`src/bitq_pkg.sv`:
```
// ----------------------------------------------------------------------------
// bitq_pkg
// Types, constants and helpers shared by the backlight idle and touch
// qualifier.
// ----------------------------------------------------------------------------
package bitq_pkg;

    localparam int FIELD_COORD_W   = 9;
    localparam int LEVEL_W         = 8;
    localparam int TIMEOUT_W       = 24;
    localparam int CFG_DATA_W      = 24;
    localparam int CFG_INDEX_W     = 2;
    localparam int COORD_WIDTH_DEF = 9;

    localparam logic [LEVEL_W-1:0]   FULL_RESET    = 8'd255;
    localparam logic [LEVEL_W-1:0]   FULL_MIN      = 8'd24;
    localparam logic [LEVEL_W-1:0]   DIM_FLOOR     = 8'd8;
    localparam logic [TIMEOUT_W-1:0] TIMEOUT_RESET = 24'd60000;
    localparam int                   DRAG_LIMIT    = 10;

    // x / 5 == (x * 205) >> 10 for every 8-bit x
    localparam logic [LEVEL_W-1:0] DIM_RECIP = 8'd205;
    localparam int                 DIM_SHIFT = 10;

    typedef enum logic [1:0] {
        KIND_TICK  = 2'd0,
        KIND_TOUCH = 2'd1,
        KIND_POLL  = 2'd2
    } kind_t;

    typedef enum logic [1:0] {
        MODE_ON  = 2'd0,
        MODE_DIM = 2'd1,
        MODE_OFF = 2'd2
    } mode_t;

    typedef enum logic [CFG_INDEX_W-1:0] {
        REG_FULL_BRIGHTNESS = 2'd0,
        REG_IDLE_MODE       = 2'd1,
        REG_IDLE_TIMEOUT    = 2'd2
    } reg_index_t;

    typedef struct packed {
        logic [1:0]               kind;
        logic                     touched;
        logic [FIELD_COORD_W-1:0] touch_x;
        logic [FIELD_COORD_W-1:0] touch_y;
        logic                     allows_sleep;
    } in_item_t;

    typedef struct packed {
        logic                     pressed;
        logic [FIELD_COORD_W-1:0] point_x;
        logic [FIELD_COORD_W-1:0] point_y;
        logic                     dragging;
        logic                     set_level;
        logic [LEVEL_W-1:0]       level;
        logic                     asleep;
    } out_item_t;

    typedef struct packed {
        logic [LEVEL_W-1:0]   full_brightness;
        logic [LEVEL_W-1:0]   dim_level;
        mode_t                idle_mode;
        logic [TIMEOUT_W-1:0] idle_timeout;
    } cfg_t;

    // brightness / 5 with a floor
    function automatic logic [LEVEL_W-1:0] dim_of(input logic [LEVEL_W-1:0] full);
        logic [2*LEVEL_W-1:0] prod;
        logic [LEVEL_W-1:0]   quot;
        prod = {{LEVEL_W{1'b0}}, full} * {{LEVEL_W{1'b0}}, DIM_RECIP};
        quot = LEVEL_W'(prod >> DIM_SHIFT);
        return (quot < DIM_FLOOR) ? DIM_FLOOR : quot;
    endfunction

endpackage

```
`src/bitq_cfg.sv`:
```
// ----------------------------------------------------------------------------
// bitq_cfg
// Configuration registers with write-time clamping; the dim level is
// precomputed on each brightness write.
// ----------------------------------------------------------------------------
module bitq_cfg (
    input  logic                                 aclk,
    input  logic                                 aresetn,
    input  logic                                 cfg_we,
    input  logic [bitq_pkg::CFG_INDEX_W-1:0]     cfg_index,
    input  logic [bitq_pkg::CFG_DATA_W-1:0]      cfg_wdata,
    output bitq_pkg::cfg_t                       cfg
);
    import bitq_pkg::*;

    logic [LEVEL_W-1:0]   full_reg, full_next;
    logic [LEVEL_W-1:0]   dim_reg, dim_next;
    mode_t                mode_reg, mode_next;
    logic [TIMEOUT_W-1:0] timeout_reg, timeout_next;

    logic [LEVEL_W-1:0] wr_full;
    logic [1:0]         wr_mode;

    always_comb begin
        wr_full = cfg_wdata[LEVEL_W-1:0];
        if (wr_full < FULL_MIN) begin
            wr_full = FULL_MIN;
        end
        wr_mode = cfg_wdata[1:0];

        full_next    = full_reg;
        dim_next     = dim_reg;
        mode_next    = mode_reg;
        timeout_next = timeout_reg;
        if (cfg_we) begin
            case (reg_index_t'(cfg_index))
                REG_FULL_BRIGHTNESS: begin
                    full_next = wr_full;
                    dim_next  = dim_of(wr_full);
                end
                REG_IDLE_MODE: begin
                    case (mode_t'(wr_mode))
                        MODE_ON:  mode_next = MODE_ON;
                        MODE_DIM: mode_next = MODE_DIM;
                        MODE_OFF: mode_next = MODE_OFF;
                        default:  mode_next = MODE_DIM;
                    endcase
                end
                REG_IDLE_TIMEOUT: begin
                    timeout_next = cfg_wdata[TIMEOUT_W-1:0];
                end
                default: ;
            endcase
        end
    end

    always_ff @(posedge aclk) begin
        if (!aresetn) begin
            full_reg    <= FULL_RESET;
            dim_reg     <= dim_of(FULL_RESET);
            mode_reg    <= MODE_DIM;
            timeout_reg <= TIMEOUT_RESET;
        end else begin
            full_reg    <= full_next;
            dim_reg     <= dim_next;
            mode_reg    <= mode_next;
            timeout_reg <= timeout_next;
        end
    end

    assign cfg = '{full_brightness: full_reg, dim_level: dim_reg,
                   idle_mode: mode_reg, idle_timeout: timeout_reg};

endmodule

```
`src/bitq_core.sv`:
```
// ----------------------------------------------------------------------------
// bitq_core
// Idle, sleep and touch tracking state, plus the per-item result logic.
// State advances on each transfer out of the input register.
// ----------------------------------------------------------------------------
module bitq_core #(
    parameter int COORD_WIDTH = bitq_pkg::COORD_WIDTH_DEF
) (
    input  logic                aclk,
    input  logic                aresetn,
    input  logic                fire,
    input  bitq_pkg::in_item_t  item,
    input  bitq_pkg::cfg_t      cfg,
    output bitq_pkg::out_item_t result
);
    import bitq_pkg::*;

    localparam logic [COORD_WIDTH-1:0] DRAG_LIM = COORD_WIDTH'(DRAG_LIMIT);

    logic [TIMEOUT_W-1:0]   idle_count_reg, idle_count_next;
    logic                   sleeping_reg, sleeping_next;
    logic                   finger_down_reg, finger_down_next;
    logic                   moved_far_reg, moved_far_next;
    logic                   swallow_reg, swallow_next;
    logic [COORD_WIDTH-1:0] start_x_reg, start_x_next;
    logic [COORD_WIDTH-1:0] start_y_reg, start_y_next;

    logic [COORD_WIDTH-1:0] cx, cy, dx, dy;
    logic                   far;
    logic                   timed_out;

    always_comb begin
        cx = COORD_WIDTH'(item.touch_x);
        cy = COORD_WIDTH'(item.touch_y);
        dx = (cx > start_x_reg) ? cx - start_x_reg : start_x_reg - cx;
        dy = (cy > start_y_reg) ? cy - start_y_reg : start_y_reg - cy;
        far = (dx > DRAG_LIM) || (dy > DRAG_LIM);
        timed_out = (idle_count_reg >= cfg.idle_timeout);

        idle_count_next  = idle_count_reg;
        sleeping_next    = sleeping_reg;
        finger_down_next = finger_down_reg;
        moved_far_next   = moved_far_reg;
        swallow_next     = swallow_reg;
        start_x_next     = start_x_reg;
        start_y_next     = start_y_reg;
        result           = '0;

        case (kind_t'(item.kind))
            KIND_TICK: begin
                if (!timed_out && idle_count_reg != {TIMEOUT_W{1'b1}}) begin
                    idle_count_next = idle_count_reg + 1'b1;
                end
            end
            KIND_TOUCH: begin
                if (item.touched) begin
                    idle_count_next = '0;
                    sleeping_next   = 1'b0;
                    // waking touch: restore level, hide press until release
                    if (sleeping_reg) begin
                        swallow_next     = 1'b1;
                        result.set_level = 1'b1;
                        result.level     = cfg.full_brightness;
                    end
                    if (!finger_down_reg) begin
                        finger_down_next = 1'b1;
                        moved_far_next   = 1'b0;
                        start_x_next     = cx;
                        start_y_next     = cy;
                    end else if (far) begin
                        moved_far_next = 1'b1;
                    end
                    if (!swallow_next) begin
                        result.pressed = 1'b1;
                        result.point_x = FIELD_COORD_W'(cx);
                        result.point_y = FIELD_COORD_W'(cy);
                    end
                end else begin
                    swallow_next     = 1'b0;
                    finger_down_next = 1'b0;
                end
            end
            KIND_POLL: begin
                if (cfg.idle_mode == MODE_ON || !item.allows_sleep) begin
                    idle_count_next = '0;
                    sleeping_next   = 1'b0;
                    if (sleeping_reg) begin
                        result.set_level = 1'b1;
                        result.level     = cfg.full_brightness;
                    end
                end else if (!sleeping_reg && timed_out) begin
                    sleeping_next    = 1'b1;
                    result.set_level = 1'b1;
                    result.level     = (cfg.idle_mode == MODE_OFF) ? '0 : cfg.dim_level;
                end
            end
            default: ;
        endcase

        result.dragging = moved_far_next;
        result.asleep   = sleeping_next;
    end

    always_ff @(posedge aclk) begin
        if (!aresetn) begin
            idle_count_reg  <= '0;
            sleeping_reg    <= 1'b0;
            finger_down_reg <= 1'b0;
            moved_far_reg   <= 1'b0;
            swallow_reg     <= 1'b0;
            start_x_reg     <= '0;
            start_y_reg     <= '0;
        end else if (fire) begin
            idle_count_reg  <= idle_count_next;
            sleeping_reg    <= sleeping_next;
            finger_down_reg <= finger_down_next;
            moved_far_reg   <= moved_far_next;
            swallow_reg     <= swallow_next;
            start_x_reg     <= start_x_next;
            start_y_reg     <= start_y_next;
        end
    end

endmodule

```
`src/backlight_idle_and_touch_qualifier.sv`:
```
// ----------------------------------------------------------------------------
// backlight_idle_and_touch_qualifier
// Backlight idle timer and touch qualifier, one result per item.
// ----------------------------------------------------------------------------
// Accepts one item (millisecond tick, touch sample or inactivity poll) per
// clock while not stalled and returns exactly one result for each, in order.
// An item passes two registers: the input register, then the output
// register, into which its result is loaded once computed from the tracking
// state. Throughput is one item per cycle, limited only by back-pressure on
// the output; a stalled output holds its result while the input register
// still takes one more item. Configuration writes take effect on the next
// cycle and should be issued while no item is in flight.
module backlight_idle_and_touch_qualifier #(
    parameter int COORD_WIDTH = bitq_pkg::COORD_WIDTH_DEF
) (
    input  logic                               aclk,
    input  logic                               aresetn,
    input  logic                               s_valid,
    output logic                               s_ready,
    input  bitq_pkg::in_item_t                 s_data,
    output logic                               m_valid,
    input  logic                               m_ready,
    output bitq_pkg::out_item_t                m_data,
    input  logic                               cfg_we,
    input  logic [bitq_pkg::CFG_INDEX_W-1:0]   cfg_index,
    input  logic [bitq_pkg::CFG_DATA_W-1:0]    cfg_wdata
);
    import bitq_pkg::*;

    logic      in_valid_reg, in_valid_next;
    in_item_t  in_item_reg;
    logic      out_valid_reg, out_valid_next;
    out_item_t out_data_reg;

    logic      advance;
    logic      fire;
    cfg_t      cfg;
    out_item_t result;

    bitq_cfg u_cfg (
        .aclk      (aclk),
        .aresetn   (aresetn),
        .cfg_we    (cfg_we),
        .cfg_index (cfg_index),
        .cfg_wdata (cfg_wdata),
        .cfg       (cfg)
    );

    bitq_core #(
        .COORD_WIDTH (COORD_WIDTH)
    ) u_core (
        .aclk    (aclk),
        .aresetn (aresetn),
        .fire    (fire),
        .item    (in_item_reg),
        .cfg     (cfg),
        .result  (result)
    );

    assign advance = !out_valid_reg || m_ready;
    assign fire    = in_valid_reg && advance;
    assign s_ready = !in_valid_reg || advance;

    always_comb begin
        in_valid_next  = s_ready ? s_valid : in_valid_reg;
        out_valid_next = advance ? in_valid_reg : out_valid_reg;
    end

    always_ff @(posedge aclk) begin
        if (!aresetn) begin
            in_valid_reg  <= 1'b0;
            out_valid_reg <= 1'b0;
        end else begin
            in_valid_reg  <= in_valid_next;
            out_valid_reg <= out_valid_next;
        end
    end

    always_ff @(posedge aclk) begin
        if (s_valid && s_ready) begin
            in_item_reg <= s_data;
        end
        if (fire) begin
            out_data_reg <= result;
        end
    end

    assign m_valid = out_valid_reg;
    assign m_data  = out_data_reg;

endmodule

```
`config.mk`:
```
export PLATFORM = sky130hd
export DESIGN_NAME = backlight_idle_and_touch_qualifier
export DESIGN_NICKNAME = d
export VERILOG_FILES = /design/src/bitq_pkg.sv /design/src/bitq_cfg.sv /design/src/bitq_core.sv /design/src/backlight_idle_and_touch_qualifier.sv
export SDC_FILE = /design/constraint.sdc
export NUM_CORES = 1
export LEC_CHECK = 0
export ABC_AREA = 1
export BUFFER_PORTS_ARGS = -buffer_cell sky130_fd_sc_hd__buf_2
export CORE_MARGIN = 2
export CORE_UTILIZATION = 61
export DETAILED_ROUTE_END_ITERATION = 16
export PLACE_DENSITY_LB_ADDON = 0.15
export SLEW_MARGIN = 0
export SYNTH_ARGS = -nofsm -noshare
export SYNTH_HDL_FRONTEND = slang
export SYNTH_SLANG_ARGS = --single-unit
```
`constraint.sdc`:
```
create_clock -name aclk -period 6.05 [get_ports aclk]
set_clock_uncertainty 0.15 [all_clocks]
set_input_delay 1.21 -clock aclk [delete_from_list [all_inputs] [get_ports aclk]]
set_output_delay 1.21 -clock aclk [all_outputs]
set_load 0.005 [all_outputs]
```
==> flow_summary.ini <==
[yosys]
syn_nets = 1470
synth_edf_count = 52
ys_seq_area_frac = 0.3448
synth_ff_type = dfxtp_1
yosysTopAreaCellShare = 0.1828
synth.ff_latch_count = 140
synth_area_um2 = 9637
syn_avg_cell_area_um2 = 7.430
ys.warnings.count = 0
syn_inst = 1297
synthArstFlopShare = 0
ys_types = 41
yosysTopAreaCell = dfxtp_1
ys_top_cells_by_area = dfxtp_1 (18%), edfxtp_1 (16%), ha_1 (14%), nand2_1 (11%), inv_1 (7.8%)

[clock_network]
root_buffer = clkbuf_16
post_cts_buffers = 0
clkSinkCount = 140
cts_tree = done
cts_resized = 0
cts_made_buffers = 17
holdBufCountCts = 0
ctsLongestPathBuffers = 2
clk_latency_ns = 0.43
htree_levels = 4
cts.clk_slew.worst_paths_ns = 0.06

[placed_design]
dp_cells = 1565
hpwlAfterDp_um = 16930
gp_congestion = 0.9163
postPlaceCellArea_um2 = 10220
portBuffers = 84
pre_cts_ws_ns = 0.1382

[cells_and_area]
syn_to_final_growth_pct = 12.26
fin_nets = 1546
fillCellCount = 1324
postLayoutCoreUtil = 0.7064
n_antenna_cell = 0
fin_cells = 1597
largest_reg_flops = 30
drive_above_1_share = 0.09957
fin_area_um2 = 10820

[setup_path]
crit_required_ns = 6.21
worstSetupPathType = in2reg
cp.arrival_ns = 5.67
cp_top_family = adder cells
critPathSlowestCell = fa_1
critPathCaptureType = flop
path_buf_inv = 6
path_common_cell = nor2_1
crit_cells = 28
path_max_fanout = 5
critPathMaxStageDelay_ns = 0.53
start_kind = input pin
reg2reg_depth = 10

[timing]
finalCritPeriodShare = 0.9115
hold_viol = 0
setup_tns_ns = 0
max_freq_ghz = 0.1813
slew_headroom = 0.2075
finalMaxSlewViolations = 0
rsz0062_at_grt = no
setup_ws_ns = 0.5357
tightest_slew_ns = 1.186
setup_viol = 0
period_needed_ns = 5.514

[floorplan]
rows = 45
die_h_um = 129.7
design.core.area_um2 = 15310
start_util = 0.6292
die-area_um2 = 16820
ioPinCount = 85
die_w_um = 129.7

[grt]
grt_first_pass_wirelength_um = 37340
grt_overflow = 0
grt_pass1_vias = 8060
grt_max_degree = 48
grt_use_total = 0.2803
antenna_found_initial = 0

[routing]
vias_per_cell = 5.358
drt-total-wl_um = 22570
drtPass1Iterations = 6
drc = 0
vias = 8557
wire_per_inst_um = 14.13
ant_nets = 0
drt-initial-drc-count = 637

[power_and_ir_drop]
p_leak_uw = 0.005095
power_density_nw_per_um2 = 254.9
vdd.ir_drop.worst_uv = 206.5

[min_path]
hold_depth = 2
min_path_type = reg2reg

[outcome]
status = completed

[job]
maxCapViolations = 0
==> logic make-up after synthesis <==
family | synth area share
adders and majority gates | 0.1675
and+or+nand+nor | 0.2519
xor gates and xnor gates | 0.03181
AOI/OAI and AO/OA | 0.1065
buffers and inverters | 0.09647
muxes | 0.001039
DFF | 0.3448
==> layer usage <==
layer,share of wire,track usage,up-vias
li1,-,-,4372
met1,0.45,0.3595,3973
met2,0.49,0.4915,185
met3,0.038,0.04428,27
met4,0.013,0.08033,0
met5,0,0,-
==> cell usage after synthesis, drive strengths merged, types with 2 or more instances <==
library cell    n
fa             15
clkinv          4
o21bai          2
nor3b           3
a211oi          2
or2             4
nor4            7
nand2         296
xor2           26
inv           204
buf            10
xnor2           9
a21oi         118
ha            105
nand3          96
nor3           16
clkbuf         23
nor2          120
edfxtp         52
dfxtp          88
o21ai          61
nand4          22
o211ai          9
==> path summary, 6_finish.rpt <==
| kind | startpoint | slack [ns] | to |
|---|---|---|---|
| worst min-delay path | u_core.start_y_reg[8] | 0.31 | u_core.start_y_reg[8] |
| worst min register to register | u_core.start_y_reg[8] | 0.31 | u_core.start_y_reg[8] |
| worst max-delay path | cfg_wdata[6] | 0.54 | u_cfg.dim_reg[1] |
| worst max register to register | u_core.idle_count_reg[21] | 2.88 | u_core.idle_count_reg[20] |
==> cell type report <==
class	instances	area [um^2]	area share
clock buffer	24	518.0	0.04788
clock inverter	8	77.57	0.007171
inverter	208	780.7	0.07217
multi-input combinational	916	5389	0.4981
sequential	140	3323	0.3072
tap	211	264.0	0.02440
timing repair buffer	90	465.4	0.04303
==> worst min-delay path: stages (launching register included) <==
cell,delay (ns)
dfxtp_1,0.30
inv_1,0.06
a21oi_1,0.06
==> per-stage QoR <==
step | total power, uW | hold slack [ns]
2_1_floorplan | 1546 | 0.2831
3_3_place_gp | 1712 | 0.2966
3_5_place_dp | 1720 | 0.3061
4_1_cts | 2765 | 0.3123
5_1_grt | 2909 | 0.3393
6_report | 2757 | 0.3096
==> cells in the final DEF (no fill, tap or decap), types with 3 or more instances in the layout <==
cell type,count
nor3_1,13
xor2_1,26
nor2_1,119
clkbuf_16,19
xnor2_1,9
or2_2,3
o21ai_1,10
buf_2,84
fa_1,15
dfxtp_1,88
o211ai_1,9
ha_1,105
buf_4,6
clkinv_1,4
nor3b_1,3
nand3_1,95
inv_2,3
nand2_2,3
nor4_1,6
a21oi_1,118
edfxtp_1,52
nand2_1,292
clkinv_2,3
o21ai_0,50
inv_1,201
nand4_1,22
==> report_power, final <==
group | switching (uW) | internal, uW | total, uW | leakage (uW)
registers | 20.0 | 1020 | 1040 | 0.00121
clock network | 407 | 642 | 1050 | 0.000299
logic | 427 | 242 | 669 | 0.00359
total | 854 | 1900 | 2760 | 0.00509
(Power assumes the default switching activity.)
